--- src/design/assert_macros.svh ---
// assertion helpers shared by the queue and back end design files
`ifndef ASSERT_MACROS_SVH
`define ASSERT_MACROS_SVH

// property checked on every rising edge outside reset
`define CFD_ASSERT(lbl, clk, rst_n, prop, msg) \
    lbl: assert property (@(posedge clk) disable iff (!rst_n) (prop)) else $error(msg);

// implication with the consequent checked in the cycle after the antecedent
`define CFD_ASSERT_NEXT(lbl, clk, rst_n, ante, cons, msg) \
    lbl: assert property (@(posedge clk) disable iff (!rst_n) (ante) |=> (cons)) \
        else $error(msg);

`endif

--- src/design/cfd_pkg.sv ---
package cfd_pkg;

    localparam logic [63:0] FnvBasis = 64'hCBF2_9CE4_8422_2325;
    localparam logic [63:0] FnvPrime = 64'h0000_0100_0000_01B3;
    localparam logic [31:0] CrcPoly  = 32'hEDB8_8320;
    localparam logic [31:0] CrcInit  = 32'hFFFF_FFFF;

    // one classified input item
    typedef struct packed {
        logic       is_end;
        logic [7:0] data;
    } t_item;

    // one result item
    typedef struct packed {
        logic [31:0] crc_value;
        logic [63:0] fnv_hash;
        logic [63:0] byte_count;
    } t_digest;

    // reflected crc-32, one byte, bit at a time
    function automatic logic [31:0] crc_byte(input logic [31:0] c, input logic [7:0] b);
        logic [31:0] r;
        r = c ^ {24'd0, b};
        for (int i = 0; i < 8; i++) begin
            r = r[0] ? ((r >> 1) ^ CrcPoly) : (r >> 1);
        end
        return r;
    endfunction

    // fnv-1a step: prime is 2^40 + 0x1b3, so the product is shifts and adds
    function automatic logic [63:0] fnv_step(input logic [63:0] f, input logic [7:0] b);
        logic [63:0] x;
        x = f ^ {56'd0, b};
        return (x << 40) + (x << 8) + (x << 7) + (x << 5) + (x << 4) + (x << 1) + x;
    endfunction

endpackage

--- src/design/cfd_front.sv ---
module cfd_front (
    input  logic           i_clk,
    input  logic           i_rst_n,
    input  logic           i_s_axis_tvalid,
    output logic           o_s_axis_tready,
    input  logic [7:0]     i_s_axis_tdata,
    input  logic           i_s_axis_tuser,
    input  logic           i_q_full,
    output logic           o_push,
    output cfd_pkg::t_item o_item
);
    import cfd_pkg::*;

    logic  r_valid;
    t_item r_item;
    logic  accept;

    assign o_s_axis_tready = !r_valid || !i_q_full;
    assign accept          = i_s_axis_tvalid && o_s_axis_tready;
    assign o_push          = r_valid && !i_q_full;
    assign o_item          = r_item;

    always_ff @(posedge i_clk) begin
        if (!i_rst_n) begin
            r_valid <= 1'b0;
        end else if (accept) begin
            r_valid <= 1'b1;
        end else if (o_push) begin
            r_valid <= 1'b0;
        end
    end

    // classify: kind selects end of stream, byte is kept only for data items
    always_ff @(posedge i_clk) begin
        if (accept) begin
            r_item.is_end <= i_s_axis_tuser;
            r_item.data   <= i_s_axis_tuser ? 8'd0 : i_s_axis_tdata;
        end
    end

endmodule

--- src/design/cfd_queue.sv ---
`include "assert_macros.svh"

module cfd_queue #(
    parameter int DEPTH = 4
) (
    input  logic           i_clk,
    input  logic           i_rst_n,
    input  logic           i_push,
    input  cfd_pkg::t_item i_item,
    output logic           o_full,
    output logic           o_valid,
    output cfd_pkg::t_item o_item,
    input  logic           i_pop
);
    import cfd_pkg::*;

    localparam int PtrW = (DEPTH > 1) ? $clog2(DEPTH) : 1;
    localparam int CntW = $clog2(DEPTH + 1);

    t_item            r_mem [DEPTH];
    logic [PtrW-1:0]  r_wr_ptr;
    logic [PtrW-1:0]  r_rd_ptr;
    logic [CntW-1:0]  r_count;
    logic             do_push;
    logic             do_pop;

    assign o_full  = (r_count == CntW'(DEPTH));
    assign o_valid = (r_count != '0);
    assign o_item  = r_mem[r_rd_ptr];
    assign do_push = i_push && !o_full;
    assign do_pop  = i_pop && o_valid;

    always_ff @(posedge i_clk) begin
        if (!i_rst_n) begin
            r_wr_ptr <= '0;
            r_rd_ptr <= '0;
            r_count  <= '0;
        end else begin
            if (do_push) begin
                r_wr_ptr <= (r_wr_ptr == PtrW'(DEPTH - 1)) ? '0 : r_wr_ptr + 1'b1;
            end
            if (do_pop) begin
                r_rd_ptr <= (r_rd_ptr == PtrW'(DEPTH - 1)) ? '0 : r_rd_ptr + 1'b1;
            end
            unique case ({do_push, do_pop})
                2'b10:   r_count <= r_count + 1'b1;
                2'b01:   r_count <= r_count - 1'b1;
                default: r_count <= r_count;
            endcase
        end
    end

    always_ff @(posedge i_clk) begin
        if (do_push) begin
            r_mem[r_wr_ptr] <= i_item;
        end
    end

    `CFD_ASSERT(a_count_bound, i_clk, i_rst_n, r_count <= CntW'(DEPTH), "queue count over depth")
    `CFD_ASSERT_NEXT(a_count_track, i_clk, i_rst_n, do_push && !do_pop && !o_full,
        r_count == $past(r_count) + 1'b1, "queue count lost a push")

endmodule

--- src/design/cfd_back.sv ---
`include "assert_macros.svh"

module cfd_back (
    input  logic             i_clk,
    input  logic             i_rst_n,
    input  logic             i_valid,
    input  cfd_pkg::t_item   i_item,
    output logic             o_pop,
    output logic             o_m_axis_tvalid,
    input  logic             i_m_axis_tready,
    output cfd_pkg::t_digest o_digest
);
    import cfd_pkg::*;

    logic [63:0] r_count;
    logic [63:0] r_fnv;
    logic [31:0] r_crc;
    logic        r_out_valid;
    t_digest     r_out;
    logic        take;
    logic        take_end;
    logic        out_free;

    assign out_free        = !r_out_valid || i_m_axis_tready;
    // data items never wait on the result side
    assign o_pop           = i_valid && (!i_item.is_end || out_free);
    assign take            = o_pop;
    assign take_end        = take && i_item.is_end;
    assign o_m_axis_tvalid = r_out_valid;
    assign o_digest        = r_out;

    always_ff @(posedge i_clk) begin
        if (!i_rst_n) begin
            r_count <= '0;
            r_fnv   <= FnvBasis;
            r_crc   <= CrcInit;
        end else if (take_end) begin
            r_count <= '0;
            r_fnv   <= FnvBasis;
            r_crc   <= CrcInit;
        end else if (take) begin
            if (r_count != '1) begin
                r_count <= r_count + 64'd1;
            end
            r_fnv <= fnv_step(r_fnv, i_item.data);
            r_crc <= crc_byte(r_crc, i_item.data);
        end
    end

    always_ff @(posedge i_clk) begin
        if (!i_rst_n) begin
            r_out_valid <= 1'b0;
        end else if (take_end) begin
            r_out_valid <= 1'b1;
        end else if (i_m_axis_tready) begin
            r_out_valid <= 1'b0;
        end
    end

    always_ff @(posedge i_clk) begin
        if (take_end) begin
            r_out.byte_count <= r_count;
            r_out.fnv_hash   <= (r_fnv == '0) ? FnvPrime : r_fnv;
            r_out.crc_value  <= r_crc ^ CrcInit;
        end
    end

    `CFD_ASSERT_NEXT(a_restart, i_clk, i_rst_n, take_end,
        r_count == '0 && r_fnv == FnvBasis && r_crc == CrcInit, "state not restarted")
    `CFD_ASSERT(a_result_src, i_clk, i_rst_n, $rose(r_out_valid) |-> $past(take_end),
        "result without end item")

endmodule

--- src/design/crc32_fnv1a64_stream_digest_unit.sv ---
// stream digest: byte count, fnv-1a 64 hash and reflected crc-32 over a byte stream
//
// input channel (s_axis): one item per handshake; tuser is the kind, 0 for a data
// byte carried in tdata[7:0], 1 for end of stream (tdata ignored)
// output channel (m_axis): one item per end of stream; tdata holds byte_count,
// fnv_hash and crc_value from the lowest bit up
// throughput: one input item per cycle while the queue is not full, set by the crc byte update
// and the fnv shift-add multiply, both done combinationally in the back end
// path: an end item goes from its input handshake through the front register and the queue
// into the result register, and from there onto m_axis
// reset: pipeline is flushed, running count 0, hash at the offset basis, crc all ones
// stall: a stalled m_axis holds its item; data bytes keep flowing behind it, and a
// following end item waits in the queue; once the queue fills, s_axis tready drops
// empty streams give count 0, the offset basis and crc 0; the count saturates
module crc32_fnv1a64_stream_digest_unit #(
    parameter int QUEUE_DEPTH = 4
) (
    input  logic         i_clk,
    input  logic         i_rst_n,
    input  logic         i_s_axis_tvalid,
    output logic         o_s_axis_tready,
    input  logic [7:0]   i_s_axis_tdata,   // data_byte
    input  logic         i_s_axis_tuser,   // kind
    output logic         o_m_axis_tvalid,
    input  logic         i_m_axis_tready,
    output logic [159:0] o_m_axis_tdata    // byte_count, fnv_hash, crc_value
);
    import cfd_pkg::*;

    logic    q_full;
    logic    q_push;
    t_item   q_in;
    logic    q_valid;
    t_item   q_out;
    logic    q_pop;
    t_digest digest;

    cfd_front u_front (
        .i_clk           (i_clk),
        .i_rst_n         (i_rst_n),
        .i_s_axis_tvalid (i_s_axis_tvalid),
        .o_s_axis_tready (o_s_axis_tready),
        .i_s_axis_tdata  (i_s_axis_tdata),
        .i_s_axis_tuser  (i_s_axis_tuser),
        .i_q_full        (q_full),
        .o_push          (q_push),
        .o_item          (q_in)
    );

    cfd_queue #(
        .DEPTH (QUEUE_DEPTH)
    ) u_queue (
        .i_clk   (i_clk),
        .i_rst_n (i_rst_n),
        .i_push  (q_push),
        .i_item  (q_in),
        .o_full  (q_full),
        .o_valid (q_valid),
        .o_item  (q_out),
        .i_pop   (q_pop)
    );

    cfd_back u_back (
        .i_clk           (i_clk),
        .i_rst_n         (i_rst_n),
        .i_valid         (q_valid),
        .i_item          (q_out),
        .o_pop           (q_pop),
        .o_m_axis_tvalid (o_m_axis_tvalid),
        .i_m_axis_tready (i_m_axis_tready),
        .o_digest        (digest)
    );

    assign o_m_axis_tdata = digest;

endmodule

--- config.mk ---
export PLATFORM = sky130hd
export DESIGN_NAME = crc32_fnv1a64_stream_digest_unit
export DESIGN_NICKNAME = d
export VERILOG_FILES = /design/src/design/cfd_pkg.sv /design/src/design/cfd_front.sv /design/src/design/cfd_queue.sv /design/src/design/cfd_back.sv /design/src/design/crc32_fnv1a64_stream_digest_unit.sv
export VERILOG_INCLUDE_DIRS = /design/src /design/src/design
export SDC_FILE = /design/constraint.sdc
export NUM_CORES = 1
export LEC_CHECK = 0
export BUFFER_PORTS_ARGS = -buffer_cell sky130_fd_sc_hd__buf_2
export CAP_MARGIN = 25
export CORE_UTILIZATION = 36
export DETAILED_ROUTE_END_ITERATION = 10
export SYNTH_ARGS = -nofsm -noshare
export SYNTH_HDL_FRONTEND = slang
export SYNTH_HIERARCHICAL = 1
export SYNTH_SLANG_ARGS = --single-unit
--- constraint.sdc ---
create_clock -name i_clk -period 6.7 [get_ports i_clk]
set_clock_uncertainty 0.05 [all_clocks]
set_input_delay 0.67 -clock i_clk [delete_from_list [all_inputs] [get_ports i_clk]]
set_output_delay 0.67 -clock i_clk [all_outputs]
set_load 0.02 [all_outputs]
* Yosys cells after proc, flatten, opt, wreduce, memory -nomap -nowiden
Memories as Yosys holds them, arrays and structs flattened. A register that Yosys moved wholly into a read port is not among the register bits.
Index checks and enable logic that the tools add are counted.
** Cells by class
- Reductions and logical operators :: 20
- Add/subtract/negate cells :: 11
- Equal/unequal tests :: 6
- Multiplexer cells :: 19
- Bitwise gates (word level) :: 12
** Operators by type and width (count)
- 64-bit adder :: 6
- 32-bit 2-to-1 mux :: 8
- 13-bit inverter with 14-bit output :: 8
- 64-bit by 1-bit adder with 64-bit output, second input constant :: 1
- 64-bit logical NOT :: 1
- 64-bit != test, second input constant :: 1
- 64-bit by 8-bit XOR with 64-bit output :: 1
- 32-bit inverter :: 1
- 32-bit by 8-bit XOR with 32-bit output :: 1
- 2-bit 2-to-1 mux :: 4
- 2-bit equality test, second input constant :: 3
- 1-bit logical AND :: 6
- 1-bit 2-to-1 mux :: 6
- 3-bit case mux with 2 select lines :: 1
- 2-bit nonzero test :: 3
- 2-bit by 1-bit adder with 2-bit output, second input constant :: 2
- 1-bit logical NOT :: 4
- 3-bit by 1-bit adder with 3-bit output, second input constant :: 1
- 3-bit equality test, second input constant :: 1
- 1-bit logical OR :: 3
- 3-bit nonzero test :: 1
- 3-bit by 1-bit subtractor with 3-bit output, second input constant :: 1
- 2-bit by 1-bit equality test with 1-bit output, second input constant :: 1
- 2-bit AND reduction :: 1
- 2 further kinds :: 2
** Word-level totals
- Flip-flop bits (word level) :: 338
- Word-level logic and storage cells :: 82
- Memories :: 1
- Bits of input ports :: 13
- Memory bits (writable) :: 36
** Memory list
- u_queue.r_mem :: words 4, width 9, rd ports 1, clocked after memory_dff 1, wr ports 1, RTL line cfd_queue.sv:20 : t_item r_mem [DEPTH];

* Longest topological paths before layout
Gate-level depths: netlist (run 1).
- Depth in word-level cells :: 17
- Depth in mapped cells :: 23
- Depth with buffers taken out :: 22

* Cells and area by module
The synthesis (run 1) kept the hierarchy.
** Modules (own cells, without submodules)
- cfd_back :: area each 22932.0 um2, cells each 2266, times used 1, sequential area each 8027.7 um2
- cfd_queue :: area each 1790.5 um2, cells each 103, times used 1, sequential area each 1261.2 um2
- cfd_front :: area each 370.4 um2, cells each 23, times used 1, sequential area each 290.3 um2

* Worst setup path after synthesis (run 1)
OpenSTA, ideal clock, no wires.
- Path type :: reg-to-reg
- From :: register (tool-made name)
- To :: register u_back.r_fnv[61]
- Path slack :: 713 ps
- Cell stages (with the launch flop) :: 21
- Path buffers :: 1
- Data required time :: 6518 ps
- Arrival :: 5805 ps
- Setup time :: 132 ps
- Clock period less this slack :: 5987 ps
- Path through :: dfxtp_1 buf_4 mux4_2 xor2_1 fa_1 fa_1 inv_1 fa_1 inv_1 ha_1 ha_1 a21oi_1 and3b_1 a21bo_2 o21ai_1 a31oi_1 o311a_1 or3_1 o2111ai_2 o21a_1 a21oi_1
** RTL lines
- end signal: assignment :: RTL line cfd_back.sv:35 : r_fnv <= FnvBasis;
- end signal: assignment :: RTL line cfd_back.sv:39 : r_fnv <= FnvBasis;
- end signal: assignment :: RTL line cfd_back.sv:45 : r_fnv <= fnv_step(r_fnv, i_item.data);
- end: declaration :: RTL line cfd_back.sv:16 : logic [63:0] r_fnv;

==> results of run 1 <==
flip-flops by register name, summed over array words and instances, names as in the netlist, named ones only:
register	count
u_back/r_count	64
u_queue/r_rd_ptr	2
u_back/r_fnv	64
u_back/o_digest	160
u_queue/r_wr_ptr	2
u_front/o_item	9
u_queue/r_mem	36
u_front/r_valid	1
u_back/o_m_axis_tvalid	1
u_queue/r_count	3
u_back/r_crc	32
cell usage after synthesis, drive strengths merged, types with 17 or more instances:
library cell	count
a21o	24
a21oi	123
and2	63
and3	17
clkbuf	70
dfxtp	171
edfxtp	205
fa	244
ha	136
inv	420
nand2	172
nand3	60
nand4	34
nor2	114
nor2b	18
nor3	22
o211ai	54
o21ai	79
or3	22
xnor2	127
xor2	76
area by class of cell:
type	count	share of cell area
Clock inverter	29	0.0125
Tap cell	931	0.0406
Inverter	420	0.0552
Multi-Input combinational cell	1511	0.476
Timing Repair Buffer	214	0.0423
Clock buffer	49	0.0390
Sequential cell	376	0.334
through the flow:
step	hold WS, ns	setup slack, ns	utilization	cell area, sq um	std cells
floorplan	0.381	0.713	-	25100	2392
global placement	0.410	0.214	0.394	27100	3449
detailed placement	0.415	0.103	0.394	27100	3449
CTS	0.234	0.0929	0.415	28600	3527
global route	0.270	0.0486	0.416	28700	3530
finish	0.264	0.426	0.416	28700	3530
worst max-delay path: stages (launching register included):
cell                        delay [ns]
sky130_fd_sc_hd__dfxtp_2          0.47
sky130_fd_sc_hd__buf_4            0.18
sky130_fd_sc_hd__mux4_2           0.58
sky130_fd_sc_hd__xor2_1           0.16
sky130_fd_sc_hd__buf_4            0.19
sky130_fd_sc_hd__inv_1            0.13
sky130_fd_sc_hd__fa_1             0.45
sky130_fd_sc_hd__fa_1             0.51
sky130_fd_sc_hd__inv_1            0.05
sky130_fd_sc_hd__ha_1             0.28
sky130_fd_sc_hd__ha_1             0.28
sky130_fd_sc_hd__ha_1             0.16
sky130_fd_sc_hd__inv_1            0.06
sky130_fd_sc_hd__fa_1             0.38
sky130_fd_sc_hd__nor2b_1          0.22
sky130_fd_sc_hd__o211ai_1         0.14
sky130_fd_sc_hd__a21bo_2          0.28
sky130_fd_sc_hd__o21ai_1          0.14
sky130_fd_sc_hd__a31oi_1          0.15
sky130_fd_sc_hd__o311a_1          0.51
sky130_fd_sc_hd__or3_1            0.42
sky130_fd_sc_hd__o2111ai_2        0.13
sky130_fd_sc_hd__o21a_1           0.16
sky130_fd_sc_hd__a21oi_1          0.06
cells by family after synthesis:
group | after synthesis | share of synthesized area
XOR/XNOR | 203 | 0.0709
AND/OR/NAND/NOR | 564 | 0.113
buffers and inverters | 505 | 0.0760
AO/OA/AOI/OAI | 348 | 0.0855
multiplexers | 14 | 0.0101
adder cells (fa/ha/maj) | 382 | 0.263
flip-flops | 376 | 0.382
routing by layer:
| metal | share of wire | vias up |
|---|---|---|
| met4 | 0.029 | 0 |
| li1 | - | 8194 |
| met1 | 0.45 | 8757 |
| met3 | 0.050 | 93 |
| met5 | 0 | - |
| met2 | 0.47 | 461 |
worst min-delay path by stage:
| stage | cells past startpoint | slack [ns] | from | endpoint |
|---|---|---|---|---|
| after floorplan | 0 | 0.38 | u_back/r_count[56] | u_back/o_digest[56] |
| after detailed placement | 0 | 0.42 | u_back/r_count[41] | u_back/o_digest[41] |
| after global placement | 0 | 0.41 | u_back/r_count[26] | u_back/o_digest[26] |
| final | 3 | 0.26 | i_s_axis_tvalid | u_front/r_valid |
| after global routing | 3 | 0.27 | i_s_axis_tvalid | u_front/r_valid |
| after CTS | 3 | 0.23 | i_s_axis_tvalid | u_front/r_valid |
timing repair:
item,4_1_cts,5_1_grt
endpoints found under the setup margin,0,15
gates resized for setup,0,5
buffers inserted,0,1
==> results.txt, run 1 <==
The starting density of the core is 0.365. The met1 track utilization from global routing is 0.259. The overall fraction of global-route tracks in use came out at 0.193.

The setup slack on the worst flop-to-flop path is 0.43 ns. The async set or reset register ratio after synthesis is 0. The number of global-route vias before repair came out at 18200. The number of antenna violations at the first check in global routing came to 0.

In this run the vertical extent of the chip is 266 um. The die covers 0.0708 sq mm. The average wire per standard cell is 18.9 um. Clock tree synthesis selected as its root buffer the cell sky130_fd_sc_hd__clkbuf_16. The largest area contributor in the synthesized netlist is sky130_fd_sc_hd__edfxtp_1. The number of CTS-inserted buffers is 42. The post-DP HPWL is 51000 um.

After synthesis, the cell types taking the most area are sky130_fd_sc_hd__edfxtp_1 (25%), sky130_fd_sc_hd__fa_1 (19%), sky130_fd_sc_hd__dfxtp_1 (14%). The detailed-router iteration count before antenna repair came out at 6. The tightest min-delay check is of the primary input to flop type. The worst setup path is launched from a flop. The wire length of the first global-routing pass came out at 105000 um.

In this run the critical register-to-register path is captured at u_back/r_fnv[61]. Summing all multi-input logic gate instances after layout gives 0.0137 sq mm. The violation count after the first detailed-routing iteration came out at 1346. The floorplan step set the die width to 266 um. The number of hold buffers added after CTS is 0.

Buffers placed on the I/O ports in this run total 174. The number of violations of the max-capacitance limit is 0. The critical path endpoint is u_back/r_fnv[61].

The number of flops mapped to enable cells by yosys is 205. The weighted congestion reported at the end of routability-driven placement came out at 0.912. The mapped netlist covers 0.0251 sq mm. Among all flip-flop cells after synthesis, the most frequent one is sky130_fd_sc_hd__edfxtp_1.

The final period demand of the worst path is 6.27 ns. In the finished design, the share of the clock period the worst path needs comes to 0.936. The standard cell core area is 0.0688 sq mm. The highest achievable clock rate is 159 MHz. The via count of the routed design is 17500. The count of boundary I/O pins is 175. The pin slew with the least headroom to its limit is 1.01 ns. The most common cell after layout, fill and taps aside is sky130_fd_sc_hd__inv_1. Setup repair after global routing left no endpoint under its margin. The pin count of the biggest net entering global routing came out at 98. The synthesized netlist net count is 2785. The number of rows created at floorplan is 96. The number of hold-slack violations in the final timing report came out at 0. TritonCTS built the clock tree. Counting every sink on the clock net gives 376. Setup violations remaining at the end of the flow were counted as 0. The antenna diode count is 0. The relative slew slack is 0.324. In the layout the commonest cells are sky130_fd_sc_hd__inv_1 (418), sky130_fd_sc_hd__fa_1 (244), sky130_fd_sc_hd__edfxtp_1 (205), sky130_fd_sc_hd__buf_2 (174). The register bit count reported by yosys is 376. The category of the worst setup path capture point is a flop. The share of synthesized area in the top cell type comes to 0.245. The required time at the endpoint of the critical path is 7.09 ns. The sequential cell area is 0.00958 sq mm. The layer flagged by global routing as most heavily used is met2. The residual antenna-violating net count after detailed routing is 0. Counting cells, the worst reg-to-reg path comes to 23.

After detailed routing, the number of remaining DRC violations is 0. The fill cell instance count of the final layout is 6628. For this run, global-route usage on met3 was measured as 0.0273. The clock latency on the worst-skew pair came out at 0.61 ns. The post-synthesis sequential area ratio came out at 0.382. The global-route met2 utilization is 0.321. The H-tree depth came out at 2. Data on the critical path arrives at its endpoint at 6.67 ns. The share of layout cells above drive strength 1 came out at 0.125.

The maximum clock insertion buffer count came out at 3. The routed wire length came out at 66700 um. The synthesized netlist cell count came out at 2392. The area growth from synthesis to layout is 14.2%. The final count of pins violating max slew is 0. The flow ran to the end, and the final reports show no timing, DRC or antenna violations. Summed over all failing endpoints, the final setup total negative slack is 0 ns. In the routed layout, each cell is associated on average with a via count of 4.96.

The worst-path maximum fanout is 8. For this run, the post-layout net count is 2958. The number of warnings printed during yosys synthesis came out at 6. The type of the setup path with the least slack is flop to flop. The clock-pin slew on the worst setup and hold paths is 0.07 ns. The synthesized netlist contains 71 unique library cells.

The leftover overflow at the end of global routing came out at 0. The average instance in the mapped netlist occupies 10.5 sq um.
Power of run 1 is not shown: default switching activity piles up to over one toggle a cycle in this logic, so the estimate is an artifact.
==> run 2: changes to the inputs <==
- CORE_MARGIN: default -> 5
==> results.txt, run 2 (synthesized netlist as in run 1, its figures left out) <==
The detailed-router iteration count before antenna repair came to 5 (-1). The number of antenna violations at the first check in global routing was 2 (+2). The required time at the endpoint of the critical path came out at 7.11 ns (+0.02 ns). The relative slew slack is 0.352 (+0.0281).

The flow ran to the end, and the final reports show no timing, DRC or antenna violations. The share of layout cells above drive strength 1 was 0.122 (-0.00250). The critical path buffer and inverter count came out at 4 (-1). The library cell used most frequently in the layout, excluding fill and tap cells, is sky130_fd_sc_hd__inv_1.

The maximum clock insertion buffer count came out at 3 (unchanged). The final worst-path cycle share came out at 0.945 (+0.00915). In this run the clock root is driven by a sky130_fd_sc_hd__clkbuf_16. The count of boundary I/O pins was 175 (unchanged).

The total number of nets in the final design came to 2960 (+0.068%). The cell depth of the worst flop-to-flop path is 22 (-4.3%). The number of rows created at floorplan is 96 (unchanged). The number of DRC violations after detailed routing came out at 0 (unchanged). The number of input and output port buffers inserted is 174 (unchanged). Setup repair after global routing left no endpoint under its margin. The leftover overflow at the end of global routing is 0 (unchanged). The CTS tree is yes. The starting density of the core came to 0.365 (unchanged). Traced cell by cell, the critical path runs through buf_4, mux4_2, xnor2_1, inv_1, ha_1, xnor2_1, fa_1, inv_1, fa_1, inv_1, ha_1, ha_1, nand3_1, o211ai_1, nand3_2, a211oi_4, o211ai_1, a31oi_2, nor2_1, o31ai_1, xnor2_1, o21ai_0. In this run the critical register-to-register path is captured at u_back/r_fnv[54]. The worst path arrival time came to 6.74 ns (+0.07 ns). The weighted congestion reported at the end of routability-driven placement was 0.923 (+1.3%). The setup slack on the worst flop-to-flop path came out at 0.37 ns (-0.06 ns). The number of violations of the max-capacitance limit came out at 0 (unchanged). The final period demand of the worst path is 6.33 ns (+0.0613 ns).

The cell family contributing the most delay on the critical path is adder cells. The worst hold path class is primary input to flop. The final count of pins violating max slew is 0 (unchanged). The type of the setup path with the least slack is flop to flop.

The fill cell instance count of the final layout was 6581 (-0.71%). The clock latency on the worst-skew pair is 0.60 ns (about the same). The number of CTS-inserted buffers came out at 44 (+4.8%). The routed wire length came out at 68400 um (+2.5%). In this run the worst setup path terminates at u_back/r_fnv[54]. The post-DP HPWL came out at 52500 um (+2.8%).

The number of hold-slack violations in the final timing report was 0 (unchanged). The clock sink count came out at 376 (unchanged). The setup violation total in the final timing report is 0 (unchanged).

The library cells used most frequently in the layout, excluding fill and tap cells, are sky130_fd_sc_hd__inv_1 (418), sky130_fd_sc_hd__fa_1 (244), sky130_fd_sc_hd__edfxtp_1 (205), sky130_fd_sc_hd__buf_2 (174), sky130_fd_sc_hd__dfxtp_1 (171). The kind of start point of the critical path is a flop. The category of the worst setup path capture point is a flop. The logic depth of the worst path, buffers included is 22 (-4.3%). The pin count of the biggest net entering global routing was 92 (-6.1%). The H-tree depth is 2 (unchanged).

The via count of the routed design came to 17500 (-0.25%). From synthesis to final layout, the design area changed by 14.5%. The full die area came out at 0.0751 sq mm (+6.1%).

The violation count after the first detailed-routing iteration came out at 1088 (-19%). The clock-pin slew on the worst setup and hold paths is 0.06 ns (about the same). The chip width is 274 um (+3.0%). The overall die height is 274 um (+3.0%). The wire length of the first global-routing pass came out at 107000 um (+1.9%). The standard cell core area came out at 0.0688 sq mm (unchanged).

The number of global-route vias before repair is 18300 (+1.0%). The residual antenna-violating net count after detailed routing is 0 (unchanged). The pin slew with the least headroom to its limit was 0.972 ns (-0.0350 ns).

The flip-flop count of the largest register after layout came to 160 (unchanged). The final total negative setup slack is 0 ns (unchanged). The largest stage delay on the critical path is 0.56 ns (-0.02 ns). The highest achievable clock rate came out at 158 MHz (-0.97%).

The post-detailed-route via-to-cell ratio came out at 4.94 (-0.39%). The slowest stage of the critical path is the sky130_fd_sc_hd__mux4_2 cell. The overall fraction of global-route tracks in use came out at 0.182 (-0.0105).

The worst-path maximum fanout is 5 (-3). The average wire per standard cell came out at 19.3 um (+2.4%).
[run 2: changes by cell type in the layout (fill, tap and decap cells not counted), moves of 2 or more]
cell / delta
sky130_fd_sc_hd__xnor2_1: +2
sky130_fd_sc_hd__clkinv_1: +4
sky130_fd_sc_hd__clkinv_4: -3
sky130_fd_sc_hd__xnor2_2: -2
sky130_fd_sc_hd__clkbuf_1: +6
sky130_fd_sc_hd__inv_6: -4
sky130_fd_sc_hd__clkinv_2: -4
sky130_fd_sc_hd__clkbuf_16: +2
sky130_fd_sc_hd__bufinv_16: +3
[run 2: what timing repair did]
action | 4_1_cts | 5_1_grt
setup buffers | 0 | 0
hold buffers | 0 | 0
setup endpoints to repair | 0 | 12
gates resized for setup | 0 | 6
[run 2: layout make-up]
class	count	area [sq um]	share of cell area
Clock inverter	26	384	0.0134
Antenna cell	1	2.50	0.0000871
Inverter	420	1580	0.0550
Timing Repair Buffer	214	1190	0.0415
Tap cell	931	1160	0.0405
Clock buffer	56	1180	0.0409
Multi-Input combinational cell	1511	13700	0.475
Sequential cell	376	9580	0.333
[run 2: metal layers]
| metal | routed length [um] | vias up | GRT usage |
|---|---|---|---|
| li1 | - | 8198 | - |
| met1 | 30400 | 8706 | 0.248 |
| met2 | 32700 | 473 | 0.307 |
| met3 | 3710 | 82 | 0.0285 |
| met4 | 1600 | 2 | 0.0450 |
| met5 | 7 | - | 0 |
[run 2: worst min path at each step]
stage	startpoint	to	slack (ns)	cells past startpoint
after floorplan	u_back/r_count[56]	u_back/o_digest[56]	0.38	0
after global placement	u_back/r_fnv[24]	u_back/r_fnv[24]	0.41	2
after detailed placement	u_back/r_fnv[24]	u_back/r_fnv[24]	0.41	2
after CTS	i_s_axis_tvalid	u_front/r_valid	0.26	3
after global routing	i_s_axis_tvalid	u_front/r_valid	0.29	3
final	i_s_axis_tvalid	u_front/r_valid	0.30	3
[run 2: worst min-delay path, stage by stage]
cell	delay (ns)
sky130_fd_sc_hd__buf_2	0.08
sky130_fd_sc_hd__a21oi_1	0.03
sky130_fd_sc_hd__nor2b_1	0.10
[run 2: through the flow]
stage / setup slack (ns) / cell area [sq um] / util / hold slack [ns] / cells
global placement: 0.270 / 27100 / 0.394 / 0.408 / 3451
finish: 0.365 / 28700 / 0.418 / 0.297 / 3535
global route: 0.00845 / 28700 / 0.417 / 0.291 / 3534
detailed placement: 0.0796 / 27100 / 0.394 / 0.406 / 3451
CTS: 0.0361 / 28700 / 0.417 / 0.261 / 3533
floorplan: 0.713 / 25100 / - / 0.381 / 2392
Power of run 2 is left out for the same reason.
